### src/rtl/cetb_pkg.sv
// shared types and constants for the countdown event timer bank
// no dependencies

package cetb_pkg;

	localparam int SLOTS_DEF   = 16;
	localparam int MaxResults  = 16;
	localparam int FUNC_W      = 2;
	localparam int DATA_W      = 16;
	localparam int SLOT_W      = 4;
	localparam int STATUS_W    = 3;

	typedef enum logic [FUNC_W-1:0] {
		FUNC_ADD    = 2'd0,
		FUNC_REMOVE = 2'd1,
		FUNC_TICK   = 2'd2
	} func_t;

	typedef enum logic [STATUS_W-1:0] {
		ST_ADDED      = 3'd0,
		ST_FULL       = 3'd1,
		ST_REMOVED    = 3'd2,
		ST_NOT_ACTIVE = 3'd3,
		ST_FIRED      = 3'd4,
		ST_INVALID    = 3'd5
	} status_t;

	typedef enum logic [2:0] {
		S_IDLE,
		S_RM_RD,
		S_SCAN,
		S_EVAL,
		S_FLUSH
	} ctl_state_t;

	// commands from controller to datapath
	typedef struct packed {
		logic add;
		logic rm_start;
		logic rm_finish;
		logic tick_start;
		logic scan_next;
		logic eval;
		logic flush;
	} cmd_t;

	// status from datapath to controller
	typedef struct packed {
		logic idx_active;
		logic idx_last;
		logic eval_block;
		logic pend_valid;
		logic out_free;
	} sts_t;

endpackage

### src/rtl/cetb_stream_if.sv
// valid/ready stream interfaces for the input and result channels
// depends on cetb_pkg

interface cetb_in_if;
	logic                           valid;
	logic                           ready;
	logic [cetb_pkg::FUNC_W-1:0]    func;
	logic [cetb_pkg::DATA_W-1:0]    delay;
	logic [cetb_pkg::DATA_W-1:0]    tag;
	logic [cetb_pkg::SLOT_W-1:0]    slot;

	modport source (output valid, func, delay, tag, slot, input ready);
	modport sink (input valid, func, delay, tag, slot, output ready);
endinterface

interface cetb_out_if;
	logic                           valid;
	logic                           ready;
	logic [cetb_pkg::STATUS_W-1:0]  status;
	logic [cetb_pkg::SLOT_W-1:0]    slot_out;
	logic [cetb_pkg::DATA_W-1:0]    tag_out;
	logic                           last;

	modport source (output valid, status, slot_out, tag_out, last, input ready);
	modport sink (input valid, status, slot_out, tag_out, last, output ready);
endinterface

### src/rtl/cetb_ctrl.sv
// controller state machine of the timer bank: sequences add, remove and tick scans
// depends on cetb_pkg

module cetb_ctrl (
	input  logic                        clk,
	input  logic                        arst_n,
	input  logic                        in_valid,
	input  logic [cetb_pkg::FUNC_W-1:0] in_func,
	output logic                        in_ready,
	input  cetb_pkg::sts_t              sts,
	output cetb_pkg::cmd_t              cmd
);

	cetb_pkg::ctl_state_t state_q, state_d;

	// state register
	always_ff @(posedge clk or negedge arst_n) begin
		if (!arst_n) begin
			state_q <= cetb_pkg::S_IDLE;
		end else begin
			state_q <= state_d;
		end
	end

	// next state
	always_comb begin
		state_d = state_q;
		unique case (state_q)
			cetb_pkg::S_IDLE: begin
				if (in_valid) begin
					case (cetb_pkg::func_t'(in_func))
						cetb_pkg::FUNC_ADD:    state_d = cetb_pkg::S_FLUSH;
						cetb_pkg::FUNC_REMOVE: state_d = cetb_pkg::S_RM_RD;
						cetb_pkg::FUNC_TICK:   state_d = cetb_pkg::S_SCAN;
						default:               state_d = cetb_pkg::S_IDLE;
					endcase
				end
			end
			cetb_pkg::S_RM_RD: begin
				state_d = cetb_pkg::S_FLUSH;
			end
			cetb_pkg::S_SCAN: begin
				if (sts.idx_active) begin
					state_d = cetb_pkg::S_EVAL;
				end else if (sts.idx_last) begin
					state_d = cetb_pkg::S_FLUSH;
				end
			end
			cetb_pkg::S_EVAL: begin
				if (!sts.eval_block) begin
					state_d = sts.idx_last ? cetb_pkg::S_FLUSH : cetb_pkg::S_SCAN;
				end
			end
			cetb_pkg::S_FLUSH: begin
				if (!sts.pend_valid || sts.out_free) begin
					state_d = cetb_pkg::S_IDLE;
				end
			end
			default: begin
				state_d = cetb_pkg::S_IDLE;
			end
		endcase
	end

	// commands
	always_comb begin
		cmd      = '0;
		in_ready = 1'b0;
		unique case (state_q)
			cetb_pkg::S_IDLE: begin
				in_ready = 1'b1;
				if (in_valid) begin
					case (cetb_pkg::func_t'(in_func))
						cetb_pkg::FUNC_ADD:    cmd.add        = 1'b1;
						cetb_pkg::FUNC_REMOVE: cmd.rm_start   = 1'b1;
						cetb_pkg::FUNC_TICK:   cmd.tick_start = 1'b1;
						default:               cmd            = '0;
					endcase
				end
			end
			cetb_pkg::S_RM_RD: begin
				cmd.rm_finish = 1'b1;
			end
			cetb_pkg::S_SCAN: begin
				cmd.scan_next = !sts.idx_active && !sts.idx_last;
			end
			cetb_pkg::S_EVAL: begin
				cmd.eval      = !sts.eval_block;
				cmd.scan_next = !sts.eval_block && !sts.idx_last;
			end
			cetb_pkg::S_FLUSH: begin
				cmd.flush = sts.pend_valid && sts.out_free;
			end
			default: begin
				cmd = '0;
			end
		endcase
	end

endmodule

### src/rtl/cetb_dp.sv
// datapath of the timer bank: active bits, delay and tag memories,
// scan index, held-back result and output register
// depends on cetb_pkg

module cetb_dp #(
	parameter int SLOTS = cetb_pkg::SLOTS_DEF
) (
	input  logic                          clk,
	input  logic                          arst_n,
	input  cetb_pkg::cmd_t                cmd,
	output cetb_pkg::sts_t                sts,
	input  logic [cetb_pkg::DATA_W-1:0]   delay,
	input  logic [cetb_pkg::DATA_W-1:0]   tag,
	input  logic [cetb_pkg::SLOT_W-1:0]   slot,
	input  logic                          out_ready,
	output logic                          out_valid,
	output logic [cetb_pkg::STATUS_W-1:0] status,
	output logic [cetb_pkg::SLOT_W-1:0]   slot_out,
	output logic [cetb_pkg::DATA_W-1:0]   tag_out,
	output logic                          last
);

	localparam int IDX_W = $clog2(SLOTS);
	localparam int CNT_W = $clog2(cetb_pkg::MaxResults + 1);

	logic [SLOTS-1:0]              active_q;
	logic [cetb_pkg::DATA_W-1:0]   rem_mem_q [SLOTS];
	logic [cetb_pkg::DATA_W-1:0]   tag_mem_q [SLOTS];
	logic [cetb_pkg::DATA_W-1:0]   rem_rd_q;
	logic [cetb_pkg::DATA_W-1:0]   tag_rd_q;
	logic [IDX_W-1:0]              idx_q;
	logic [CNT_W-1:0]              fire_cnt_q;

	logic                          pend_valid_q;
	cetb_pkg::status_t             pend_status_q;
	logic [cetb_pkg::SLOT_W-1:0]   pend_slot_q;
	logic [cetb_pkg::DATA_W-1:0]   pend_tag_q;

	logic                          out_valid_q;
	cetb_pkg::status_t             out_status_q;
	logic [cetb_pkg::SLOT_W-1:0]   out_slot_q;
	logic [cetb_pkg::DATA_W-1:0]   out_tag_q;
	logic                          out_last_q;

	logic                          free_found;
	logic [IDX_W-1:0]              free_idx;
	logic                          add_ok;
	logic [IDX_W-1:0]              rm_idx;
	logic                          rm_hit;
	logic                          fire;
	logic                          cap_ok;
	logic                          eval_fire;
	logic                          out_free;
	logic                          push;
	logic [IDX_W-1:0]              rd_addr;
	logic                          rem_we;
	logic [IDX_W-1:0]              rem_waddr;
	logic [cetb_pkg::DATA_W-1:0]   rem_wdata;

	// lowest free slot
	always_comb begin
		free_found = 1'b0;
		free_idx   = '0;
		for (int i = SLOTS - 1; i >= 0; i--) begin
			if (!active_q[i]) begin
				free_found = 1'b1;
				free_idx   = IDX_W'(i);
			end
		end
	end

	assign add_ok = (delay != '0) && free_found;

	// remove lookup
	assign rm_idx = IDX_W'(slot);
	assign rm_hit = (32'(slot) < SLOTS) && active_q[rm_idx];

	// tick evaluation of the slot under the scan index
	assign fire      = rem_rd_q <= cetb_pkg::DATA_W'(1);
	assign cap_ok    = fire_cnt_q < CNT_W'(cetb_pkg::MaxResults);
	assign eval_fire = fire && cap_ok;

	assign out_free = !out_valid_q || out_ready;
	assign push     = (cmd.eval && eval_fire && pend_valid_q) || cmd.flush;

	assign sts.idx_active = active_q[idx_q];
	assign sts.idx_last   = idx_q == IDX_W'(SLOTS - 1);
	assign sts.eval_block = eval_fire && pend_valid_q && !out_free;
	assign sts.pend_valid = pend_valid_q;
	assign sts.out_free   = out_free;

	// remaining-count write port
	always_comb begin
		rem_we    = 1'b0;
		rem_waddr = idx_q;
		rem_wdata = rem_rd_q - cetb_pkg::DATA_W'(1);
		if (cmd.add) begin
			rem_we    = add_ok;
			rem_waddr = free_idx;
			rem_wdata = delay;
		end else if (cmd.eval) begin
			if (!fire) begin
				rem_we = 1'b1;
			end else if (!cap_ok) begin
				rem_we    = 1'b1;
				rem_wdata = cetb_pkg::DATA_W'(1);
			end
		end
	end

	assign rd_addr = cmd.rm_start ? rm_idx : idx_q;

	// delay and tag memories, registered read
	always_ff @(posedge clk) begin
		if (rem_we) begin
			rem_mem_q[rem_waddr] <= rem_wdata;
		end
		if (cmd.add && add_ok) begin
			tag_mem_q[free_idx] <= tag;
		end
		rem_rd_q <= rem_mem_q[rd_addr];
		tag_rd_q <= tag_mem_q[rd_addr];
	end

	// active bits, scan index and fire count
	always_ff @(posedge clk or negedge arst_n) begin
		if (!arst_n) begin
			active_q   <= '0;
			idx_q      <= '0;
			fire_cnt_q <= '0;
		end else begin
			if (cmd.add && add_ok) begin
				active_q[free_idx] <= 1'b1;
			end
			if (cmd.rm_start && rm_hit) begin
				active_q[rm_idx] <= 1'b0;
			end
			if (cmd.eval && eval_fire) begin
				active_q[idx_q] <= 1'b0;
				fire_cnt_q      <= fire_cnt_q + CNT_W'(1);
			end
			if (cmd.tick_start) begin
				idx_q      <= '0;
				fire_cnt_q <= '0;
			end else if (cmd.scan_next) begin
				idx_q <= idx_q + IDX_W'(1);
			end
		end
	end

	// held-back result valid
	always_ff @(posedge clk or negedge arst_n) begin
		if (!arst_n) begin
			pend_valid_q <= 1'b0;
		end else if (cmd.add || cmd.rm_start || (cmd.eval && eval_fire)) begin
			pend_valid_q <= 1'b1;
		end else if (cmd.flush) begin
			pend_valid_q <= 1'b0;
		end
	end

	// held-back result payload
	always_ff @(posedge clk) begin
		if (cmd.add) begin
			pend_tag_q <= '0;
			if (delay == '0) begin
				pend_status_q <= cetb_pkg::ST_INVALID;
				pend_slot_q   <= '0;
			end else if (free_found) begin
				pend_status_q <= cetb_pkg::ST_ADDED;
				pend_slot_q   <= cetb_pkg::SLOT_W'(free_idx);
			end else begin
				pend_status_q <= cetb_pkg::ST_FULL;
				pend_slot_q   <= '0;
			end
		end else if (cmd.rm_start) begin
			pend_tag_q    <= '0;
			pend_status_q <= rm_hit ? cetb_pkg::ST_REMOVED : cetb_pkg::ST_NOT_ACTIVE;
			pend_slot_q   <= rm_hit ? slot : '0;
		end else if (cmd.rm_finish) begin
			if (pend_status_q == cetb_pkg::ST_REMOVED) begin
				pend_tag_q <= tag_rd_q;
			end
		end else if (cmd.eval && eval_fire) begin
			pend_status_q <= cetb_pkg::ST_FIRED;
			pend_slot_q   <= cetb_pkg::SLOT_W'(idx_q);
			pend_tag_q    <= tag_rd_q;
		end
	end

	// output register valid
	always_ff @(posedge clk or negedge arst_n) begin
		if (!arst_n) begin
			out_valid_q <= 1'b0;
		end else if (push) begin
			out_valid_q <= 1'b1;
		end else if (out_ready) begin
			out_valid_q <= 1'b0;
		end
	end

	// output register payload; only the final push of an item is marked last
	always_ff @(posedge clk) begin
		if (push) begin
			out_status_q <= pend_status_q;
			out_slot_q   <= pend_slot_q;
			out_tag_q    <= pend_tag_q;
			out_last_q   <= cmd.flush;
		end
	end

	assign out_valid = out_valid_q;
	assign status    = out_status_q;
	assign slot_out  = out_slot_q;
	assign tag_out   = out_tag_q;
	assign last      = out_last_q;

endmodule

### src/rtl/countdown_event_timer_bank.sv
// top level of the countdown event timer bank
// depends on cetb_pkg, cetb_stream_if, cetb_ctrl and cetb_dp

// A bank of SLOTS one-shot timers behind valid/ready streams. An add claims
// the lowest free slot (status added/full/invalid delay), a remove cancels a
// slot and returns its tag, and a tick decrements every active timer and
// reports each one that expires, in ascending slot order, with last set on
// the final result; a tick that fires nothing gives no result. At most 16
// timers fire per tick, later expired ones fire on the next tick. One item is
// worked at a time: an add passes through idle and flush, a remove through
// idle, tag read and flush, and a tick scans each slot in turn, with an
// extra evaluation step for each active slot, over the single read port of
// the delay and tag memories; result-side stalls hold evaluation and flush.

module countdown_event_timer_bank #(
	parameter int SLOTS = cetb_pkg::SLOTS_DEF
) (
	input logic         clk,
	input logic         arst_n,
	cetb_in_if.sink     in_ch,
	cetb_out_if.source  out_ch
);

	cetb_pkg::cmd_t                cmd;
	cetb_pkg::sts_t                sts;
	logic                          in_ready;
	logic                          out_valid;
	logic [cetb_pkg::STATUS_W-1:0] status;
	logic [cetb_pkg::SLOT_W-1:0]   slot_out;
	logic [cetb_pkg::DATA_W-1:0]   tag_out;
	logic                          last;

	// sequencing
	cetb_ctrl u_ctrl (
		.clk      (clk),
		.arst_n   (arst_n),
		.in_valid (in_ch.valid),
		.in_func  (in_ch.func),
		.in_ready (in_ready),
		.sts      (sts),
		.cmd      (cmd)
	);

	// storage and result path
	cetb_dp #(
		.SLOTS (SLOTS)
	) u_dp (
		.clk       (clk),
		.arst_n    (arst_n),
		.cmd       (cmd),
		.sts       (sts),
		.delay     (in_ch.delay),
		.tag       (in_ch.tag),
		.slot      (in_ch.slot),
		.out_ready (out_ch.ready),
		.out_valid (out_valid),
		.status    (status),
		.slot_out  (slot_out),
		.tag_out   (tag_out),
		.last      (last)
	);

	assign in_ch.ready     = in_ready;
	assign out_ch.valid    = out_valid;
	assign out_ch.status   = status;
	assign out_ch.slot_out = slot_out;
	assign out_ch.tag_out  = tag_out;
	assign out_ch.last     = last;

endmodule

### src/flat_wrapper.sv
// flat-port wrapper written by rule: the top's interface ports become plain ports
module countdown_event_timer_bank_flat 
#(
	parameter int SLOTS = cetb_pkg::SLOTS_DEF
)
  (clk, arst_n, in_ch_valid, in_ch_func, in_ch_delay, in_ch_tag, in_ch_slot, in_ch_ready, out_ch_valid, out_ch_status, out_ch_slot_out, out_ch_tag_out, out_ch_last, out_ch_ready);
  cetb_in_if in_ch_i ();
  cetb_out_if out_ch_i ();
  input logic clk;
  input logic arst_n;
  input wire logic [$bits(in_ch_i.valid)-1:0] in_ch_valid;
  input wire logic [$bits(in_ch_i.func)-1:0] in_ch_func;
  input wire logic [$bits(in_ch_i.delay)-1:0] in_ch_delay;
  input wire logic [$bits(in_ch_i.tag)-1:0] in_ch_tag;
  input wire logic [$bits(in_ch_i.slot)-1:0] in_ch_slot;
  output wire logic [$bits(in_ch_i.ready)-1:0] in_ch_ready;
  output wire logic [$bits(out_ch_i.valid)-1:0] out_ch_valid;
  output wire logic [$bits(out_ch_i.status)-1:0] out_ch_status;
  output wire logic [$bits(out_ch_i.slot_out)-1:0] out_ch_slot_out;
  output wire logic [$bits(out_ch_i.tag_out)-1:0] out_ch_tag_out;
  output wire logic [$bits(out_ch_i.last)-1:0] out_ch_last;
  input wire logic [$bits(out_ch_i.ready)-1:0] out_ch_ready;
  assign in_ch_i.valid = in_ch_valid;
  assign in_ch_i.func = in_ch_func;
  assign in_ch_i.delay = in_ch_delay;
  assign in_ch_i.tag = in_ch_tag;
  assign in_ch_i.slot = in_ch_slot;
  assign in_ch_ready = in_ch_i.ready;
  assign out_ch_valid = out_ch_i.valid;
  assign out_ch_status = out_ch_i.status;
  assign out_ch_slot_out = out_ch_i.slot_out;
  assign out_ch_tag_out = out_ch_i.tag_out;
  assign out_ch_last = out_ch_i.last;
  assign out_ch_i.ready = out_ch_ready;
  countdown_event_timer_bank #(.SLOTS(SLOTS)) u_core (.clk(clk), .arst_n(arst_n), .in_ch(in_ch_i), .out_ch(out_ch_i));
endmodule
### config.mk
export PLATFORM = sky130hd
export DESIGN_NAME = countdown_event_timer_bank_flat
export DESIGN_NICKNAME = d
export VERILOG_FILES = /design/src/rtl/cetb_pkg.sv /design/src/rtl/cetb_stream_if.sv /design/src/rtl/cetb_ctrl.sv /design/src/rtl/cetb_dp.sv /design/src/rtl/countdown_event_timer_bank.sv /design/src/flat_wrapper.sv
export SDC_FILE = /design/constraint.sdc
export NUM_CORES = 1
export LEC_CHECK = 0
export ABC_AREA = 1
export BUFFER_PORTS_ARGS = -buffer_cell sky130_fd_sc_hd__buf_2
export CORE_ASPECT_RATIO = 1.2
export CORE_MARGIN = 1
export CORE_UTILIZATION = 35
export CTS_CLUSTER_SIZE = 20
export DETAILED_ROUTE_END_ITERATION = 10
export HOLD_SLACK_MARGIN = 0.08
export PLACE_DENSITY = 0.49
export SETUP_SLACK_MARGIN = 0.4
export SYNTH_ARGS = -nofsm -noshare
export SYNTH_HDL_FRONTEND = slang
export SYNTH_SLANG_ARGS = --single-unit
### constraint.sdc
create_clock -name clk -period 3.35 [get_ports clk]
set_input_delay 0.67 -clock clk [delete_from_list [all_inputs] [get_ports clk]]
set_output_delay 0.67 -clock clk [all_outputs]
set_load 0.005 [all_outputs]
==> results of run 1 <==
==> layout by cell type, fill, tap and decap left out, types with 14 or more instances in the layout <==
| cell type | n |
|---|---|
| edfxtp_1 | 543 |
| nor2_1 | 298 |
| o21ai_0 | 275 |
| nand2_1 | 127 |
| inv_1 | 122 |
| o221ai_1 | 113 |
| nand3_1 | 83 |
| buf_4 | 75 |
| buf_2 | 67 |
| clkbuf_16 | 59 |
| dfxtp_1 | 48 |
| a21oi_1 | 45 |
| o22ai_1 | 44 |
| o21ai_1 | 32 |
| dfrtp_1 | 30 |
| buf_12 | 27 |
| o211ai_1 | 19 |
| nand4_1 | 14 |
| clkinv_2 | 14 |
==> layer usage <==
layer | track usage | wire, um | vias to the layer above
li1 | - | - | 7662
met3 | 0.0256 | 3320 | 106
met2 | 0.320 | 33600 | 458
met1 | 0.259 | 30100 | 8300
met4 | 0.0492 | 1580 | 2
met5 | 0 | 13 | -
==> power groups by stage <==
stage	clock, uW	combinational, uW	sequential [uW]
2_1_floorplan	0	4520	10200
3_3_place_gp	0	7430	10300
3_5_place_dp	0	7490	10300
4_1_cts	7350	7520	10200
5_1_grt	7630	8360	10200
6_report	7210	7550	10200
==> path summary, 6_finish.rpt <==
kind                                           start                            to  slack, ns  cells past startpoint
max                         u_core.u_ctrl.state_q[1]  u_core.u_dp.tag_mem_q[3][10]       0.55                     11
min                                           arst_n      u_core.u_dp.active_q[14]       0.11                      1
max reg2reg                 u_core.u_ctrl.state_q[1]  u_core.u_dp.tag_mem_q[3][10]       0.55                     11
min reg2reg                u_core.u_dp.pend_tag_q[1]        u_core.u_dp.tag_out[1]       0.43                      0
max in group asynchronous                     arst_n     u_core.u_dp.fire_cnt_q[4]       2.73                      1
min in group clk                        out_ch_ready         u_core.u_dp.out_valid       0.41                      4
==> repair_timing <==
item	CTS	global route
setup buffers	0	2
pin swaps	0	2
endpoints found under the setup margin	128	437
endpoints found under the hold margin	0	0
gates resized for setup	4	27
==> cell type report <==
type                            count  area, um^2
Clock inverter                     38         518
Multi-Input combinational cell   1140        6070
Timing Repair Buffer              174        1500
Fill cell                        6537       40700
Inverter                          130         497
Tap cell                          918        1150
Sequential cell                   621       18000
Clock buffer                       74        1590
==> cell families (layout without fill, tap and decap cells) <==
family / after synthesis / in the layout / share of synthesized area
compound gates: 548 / 548 / 0.133
xor+xnor: 11 / 11 / 0.00386
fa+ha+maj: 7 / 7 / 0.00351
buf+inv: 248 / 416 / 0.0410
flops: 621 / 621 / 0.723
simple gates: 574 / 574 / 0.0956
==> stage by stage <==
stage	util	power, uW	setup WS, ns	std cells
floorplan	-	14700	0.395	2009
global placement	0.387	17800	0.247	2981
detailed placement	0.387	17800	0.121	2981
CTS	0.417	25000	0.419	3093
global route	0.419	26200	0.334	3095
finish	0.419	24900	0.546	3095
==> worst max-delay path, delay by kind of cell, from the launching register on <==
family	cells	cell delay (ns)
AND/OR/NAND/NOR	7	1.36
flip-flops	1	0.45
buffers and inverters	4	0.67
==> registers in the layout, summed over array words and instances, names as in the netlist, 3 cells and up <==
name                       cells
u_core.u_dp.rem_rd_q          16
u_core.u_dp.slot_out           4
u_core.u_dp.pend_status_q      3
u_core.u_dp.pend_slot_q        4
u_core.u_dp.pend_tag_q        16
u_core.u_dp.tag_out           16
u_core.u_ctrl.state_q          3
u_core.u_dp.fire_cnt_q         5
u_core.u_dp.status             3
u_core.u_dp.rem_mem_q        256
u_core.u_dp.active_q          16
u_core.u_dp.idx_q              4
u_core.u_dp.tag_mem_q        256
u_core.u_dp.tag_rd_q          16
==> impl_metrics.json, run 1 <==
{
  "critPathCaptureType": "flip-flop",
  "synth_cell_type_count": 43,
  "diodes": 0,
  "fin_crit_ns": 2.80,
  "cts_tree": "done",
  "grt_max_degree": 129,
  "synth.largest_area_cell": "edfxtp_1",
  "tightest_slew_ns": 0.763,
  "viasPerCell": 5.34,
  "crit_chain": "nor3_4 -> nand2_2 -> nor2_1 -> inv_1 -> nor2_4 -> buf_4 -> nand2_1 -> nor3_1 -> nand4_1 -> inv_1 -> buf_4",
  "dieArea_mm2": 0.0723,
  "clk_pin_slew_worst_paths_ns": 0.07,
  "port_buffers": 67,
  "antenna_found_initial": 1,
  "wire_per_inst_um": 22.2,
  "insertion_delay_ns": 0.64,
  "start_util": 0.356,
  "fin_setup_tns_ns": 0,
  "wl_um": 68600,
  "min_period_over_period": 0.837,
  "drive_above_1_share": 0.149,
  "p_switching_uw": 8710,
  "cap_violations": 0,
  "hold_buffers": 0,
  "cts_max_level": 2,
  "p_sw_frac": 0.349,
  "grt_overflow": 0,
  "syn-num-nets": 2058,
  "maxSlewViolCount": 0,
  "slew_headroom": 0.491,
  "root_buffer": "clkbuf_16",
  "die_y_um": 294,
  "path_class": "reg -> reg",
  "post-synth-top-count-cell": "edfxtp_1",
  "io_pins": 68,
  "dr.first_iter.drc_count": 1646,
  "first_pass_iters": 6,
  "yosys_register_bits": 621,
  "synth_top_cells_by_count": "edfxtp_1 (543), nor2_1 (314), o21ai_0 (275), nand2_1 (130), inv_1 (124)",
  "grt_pass1_vias": 16400,
  "syn_area_per_cell_um2": 12.4,
  "dpl_cell_area_mm2": 0.0271,
  "fin_area_mm2": 0.0294,
  "fmax_ghz": 0.357,
  "power_frac_clock": 0.289,
  "drcViolationCount": 0,
  "netlist_area_mm2": 0.0249,
  "hold_violations": 0,
  "synth_top_area_share": 0.654,
  "p_leak_uw": 0.0102,
  "skew_ns": 0.0352,
  "cp.arrival_ns": 3.10,
  "internal-power_uw": 16200,
  "p_per_area_mw_per_mm2": 849,
  "synth_seq_area_share": 0.723,
  "grt.total_usage": 0.191,
  "startpoint_type": "flip-flop",
  "synth_ff_type": "edfxtp_1",
  "grt_pass1_wl_um": 104000,
  "yosysWarnings": 0,
  "area_growth_pct": 17.7,
  "critPathMaxFanout": 16,
  "route.vias.total": 16500,
  "clock_sinks": 621,
  "max_stage_delay_ns": 0.46,
  "postSynth.asyncResetShare": 0.0483,
  "crit_slowest_cell": "nor3_1",
  "layout.nets": 2175,
  "clockBufferDepth": 3,
  "die_w_um": 246,
  "power_frac_comb": 0.303,
  "crit_required_ns": 3.65,
  "dp_hpwl_um": 40600,
  "synth_area_leaders": "edfxtp_1 (65%), o21ai_0 (5.5%), nor2_1 (4.7%)",
  "setup_violations": 0,
  "vdd_drop_max_mv": 0.476,
  "gp_congestion": 0.879,
  "rsz0062_at_grt": "yes",
  "coreArea_mm2": 0.0700,
  "outcome": "finished, final reports clean",
  "cts_made_buffers": 59,
  "postSynthCellCount": 2009,
  "timing.hold.ws_ns": 0.106,
  "drtAntennaViolNets": 0,
  "num_rows": 106,
  "seqPwrFrac": 0.408,
  "hold_path_class": "in -> async",
  "synth_edf_count": 543
}
No activity file was read; power rests on OpenSTA's default activity.
==> run 2: changes to the inputs <==
--- a/config.mk
+++ b/config.mk
@@ -13,7 +13,7 @@
 export CTS_CLUSTER_SIZE = 20
 export DETAILED_ROUTE_END_ITERATION = 10
 export HOLD_SLACK_MARGIN = 0.08
-export PLACE_DENSITY = 0.49
+export PLACE_DENSITY = 0.47
 export SETUP_SLACK_MARGIN = 0.4
 export SYNTH_ARGS = -nofsm -noshare
 export SYNTH_HDL_FRONTEND = slang
==> constraint.sdc (replaced) <==
create_clock -name clk -period 2.6 [get_ports clk]
set_input_delay 0.52 -clock clk [delete_from_list [all_inputs] [get_ports clk]]
set_output_delay 0.52 -clock clk [all_outputs]
set_load 0.005 [all_outputs]
==> run 2 against run 1 <==
  * Sequential share of layout area is 6.5 points lower
  * Clock power grew 26%
  * Non-clock buffer count grew 211
  * Routed wire length grew 15%
  * Total power grew 42%
  * Via count grew 7.1%
  * Maximum frequency rose by 8.6%
  * Combinational power up 75%
  * First-iteration DRC count down 19%
  * Largest power group unchanged
  * Worst setup slack worse by 0.53 ns
  * Sequential power up 29%
  * Critical endpoint is now u_core.u_dp.rem_mem_q[1][10]
  * Critical path type unchanged
==> impl_metrics.json, run 2 (same netlist as run 1, synthesis figures left out) <==
{
  "power_frac_comb": 0.371,
  "layout.nets": 2395,
  "p_per_area_mw_per_mm2": 1080,
  "hold_violations": 0,
  "seqPwrFrac": 0.372,
  "slew_headroom": 0.505,
  "p_switching_uw": 12600,
  "route.vias.total": 17700,
  "first_pass_iters": 6,
  "startpoint_type": "flip-flop",
  "n_fill_cell": 6274,
  "grt_overflow": 0,
  "setup_violations": 0,
  "grt_pass1_vias": 17300,
  "dp_hpwl_um": 46800,
  "critPathCaptureType": "flip-flop",
  "min_from": "out_ch_ready",
  "reg.largest.list": "u_core.u_dp.rem_mem_q: 256 flops, u_core.u_dp.tag_mem_q: 256 flops",
  "cts_max_level": 3,
  "final_common_cell": "edfxtp_1",
  "vdd_drop_max_mv": 0.516,
  "p_sw_frac": 0.356,
  "power_frac_clock": 0.257,
  "wl_um": 78900,
  "outcome": "finished, final reports clean",
  "grt_pass1_wl_um": 110000,
  "cp.buffers_inverters": 6,
  "timing.hold.ws_ns": 0.231,
  "hold_end": "u_core.u_dp.out_valid",
  "num_rows": 106,
  "drive_above_1_share": 0.262,
  "start_util": 0.356,
  "dr.first_iter.drc_count": 1328,
  "p_leak_uw": 0.0116,
  "fmax_ghz": 0.387,
  "crit_slowest_cell": "dfrtp_1",
  "die_w_um": 246,
  "r2r_cells": 14,
  "drcViolationCount": 0,
  "cts_tree": "done",
  "hold_path_class": "in -> reg",
  "tightest_slew_ns": 0.743,
  "dieArea_mm2": 0.0723,
  "diodes": 0,
  "antenna_found_initial": 5,
  "clock_sinks": 621,
  "grt.total_usage": 0.208,
  "io_pins": 68,
  "root_buffer": "clkbuf_16",
  "viasPerCell": 5.34,
  "area_growth_pct": 31.8,
  "cp.arrival_ns": 2.88,
  "timing.rr.start": "u_core.u_ctrl.state_q[0]",
  "die_y_um": 294,
  "seq_area_mm2": 0.0180,
  "maxSlewViolCount": 0,
  "max_stage_delay_ns": 0.41,
  "crit_chain": "nor3_4 -> nand2_2 -> nor2_2 -> inv_2 -> nor2_4 -> buf_12 -> inv_8 -> nor2_4 -> inv_2 -> o31ai_4 -> buf_12 -> nand3_4 -> nor2_4 -> buf_12",
  "multiInputGateArea_mm2": 0.00668,
  "path_delay_family": "simple AND/OR/NAND/NOR gates",
  "drtAntennaViolNets": 0,
  "skew_ns": 0.0283,
  "min_period_over_period": 0.993,
  "post-place-cells": 3117,
  "min_path_cells": 4,
  "gp_congestion": 0.885,
  "final_cell_mix": "edfxtp_1 (543), nor2_1 (284), o21ai_0 (262), buf_4 (170), nand2_1 (114)",
  "cts_made_buffers": 66,
  "cap_violations": 0,
  "finalNonFillerCells": 3315,
  "critPathMaxFanout": 6,
  "insertion_delay_ns": 0.61,
  "port_buffers": 67,
  "grt_max_degree": 55,
  "fin_crit_ns": 2.58,
  "path_class": "reg -> reg",
  "rr_endpoint": "u_core.u_dp.rem_mem_q[1][10]",
  "clk_pin_slew_worst_paths_ns": 0.06,
  "clockBufferDepth": 3,
  "crit_required_ns": 2.89,
  "internal-power_uw": 22800,
  "rrSetupSlack_ns": 0.02,
  "wire_per_inst_um": 23.8,
  "coreArea_mm2": 0.0700,
  "rsz0062_at_grt": "yes"
}
## run 2: cell types whose count changed in the layout (fill, tap and decap cells not counted), moves of 12 or more
| cell | delta |
|---|---|
| buf_4 | +95 |
| buf_12 | +58 |
| buf_6 | +32 |
| inv_1 | -22 |
| clkbuf_16 | +20 |
| nor2_4 | +20 |
| nor2_1 | -14 |
| nand2_1 | -13 |
| o21ai_0 | -13 |
| a21oi_1 | -12 |
## run 2: worst max path at each step
stage / to / slack [ns] / depth (start not counted) / from
final: u_core.u_dp.rem_mem_q[1][10] / 0.02 / 14 / u_core.u_ctrl.state_q[0]
after global routing: u_core.u_dp.rem_mem_q[1][9] / -0.08 / 14 / u_core.u_ctrl.state_q[0]
after CTS: u_core.u_dp.rem_rd_q[3] / 0.05 / 13 / u_core.u_ctrl.state_q[2]
after floorplan: u_core.u_dp.rem_mem_q[0][0] / 0.15 / 9 / u_core.u_ctrl.state_q[1]
after detailed placement: u_core.u_dp.rem_mem_q[15][7] / -0.13 / 9 / in_ch_func[1]
after global placement: u_core.u_dp.rem_mem_q[15][7] / -0.18 / 9 / in_ch_func[1]
## run 2: metal layers
| metal | vias up | routed length, um | global-route usage |
|---|---|---|---|
| met5 | - | 12 | 0 |
| li1 | 8136 | - | - |
| met4 | 2 | 2380 | 0.0809 |
| met2 | 512 | 39000 | 0.350 |
| met1 | 8910 | 33700 | 0.272 |
| met3 | 135 | 3830 | 0.0290 |
## run 2: power groups by stage
stage | combinational [uW] | clock, uW | sequential, uW
2_1_floorplan | 6080 | 0 | 13100
3_3_place_gp | 11600 | 0 | 13300
3_5_place_dp | 11600 | 0 | 13300
4_1_cts | 11900 | 9290 | 13100
5_1_grt | 14200 | 9640 | 13300
6_report | 13200 | 9110 | 13200
## run 2: stage by stage
step	worst slack, ns	setup TNS [ns]	utilization	total power [uW]	area, um^2
after floorplan	0.153	0	-	19200	25300
after global placement	-0.185	-29.92	0.415	24900	29100
after detailed placement	-0.133	-12.47	0.415	24900	29100
after CTS	0.0457	0	0.453	34300	31700
after global routing	-0.0815	-7.86	0.469	37100	32900
final	0.0180	0	0.469	35500	32900
## run 2: worst reg2reg max path: cells and delay by family (launching register included)
kind	cells	cell delay (ns)
AOI/OAI and AO/OA	1	0.07
buffers and inverters	6	0.66
DFF	1	0.41
and+or+nand+nor	7	1.11
## run 2: cell type report
cell class	instances	share of cell area
sequential	621	0.549
multi-input combinational	1142	0.203
timing repair buffer	385	0.133
clock buffer	89	0.0541
tap	918	0.0350
inverter	130	0.0175
clock inverter	30	0.00838
## run 2: timing repair
| item | 4_1_cts | 5_1_grt |
|---|---|---|
| gates cloned | 6 | 15 |
| endpoints found under the hold margin | 30 | 0 |
| hold buffers | 1 | 0 |
| resized for setup | 40 | 151 |
| setup buffers | 29 | 28 |
| pin swaps | 12 | 45 |
| setup endpoints to repair | 868 | 878 |
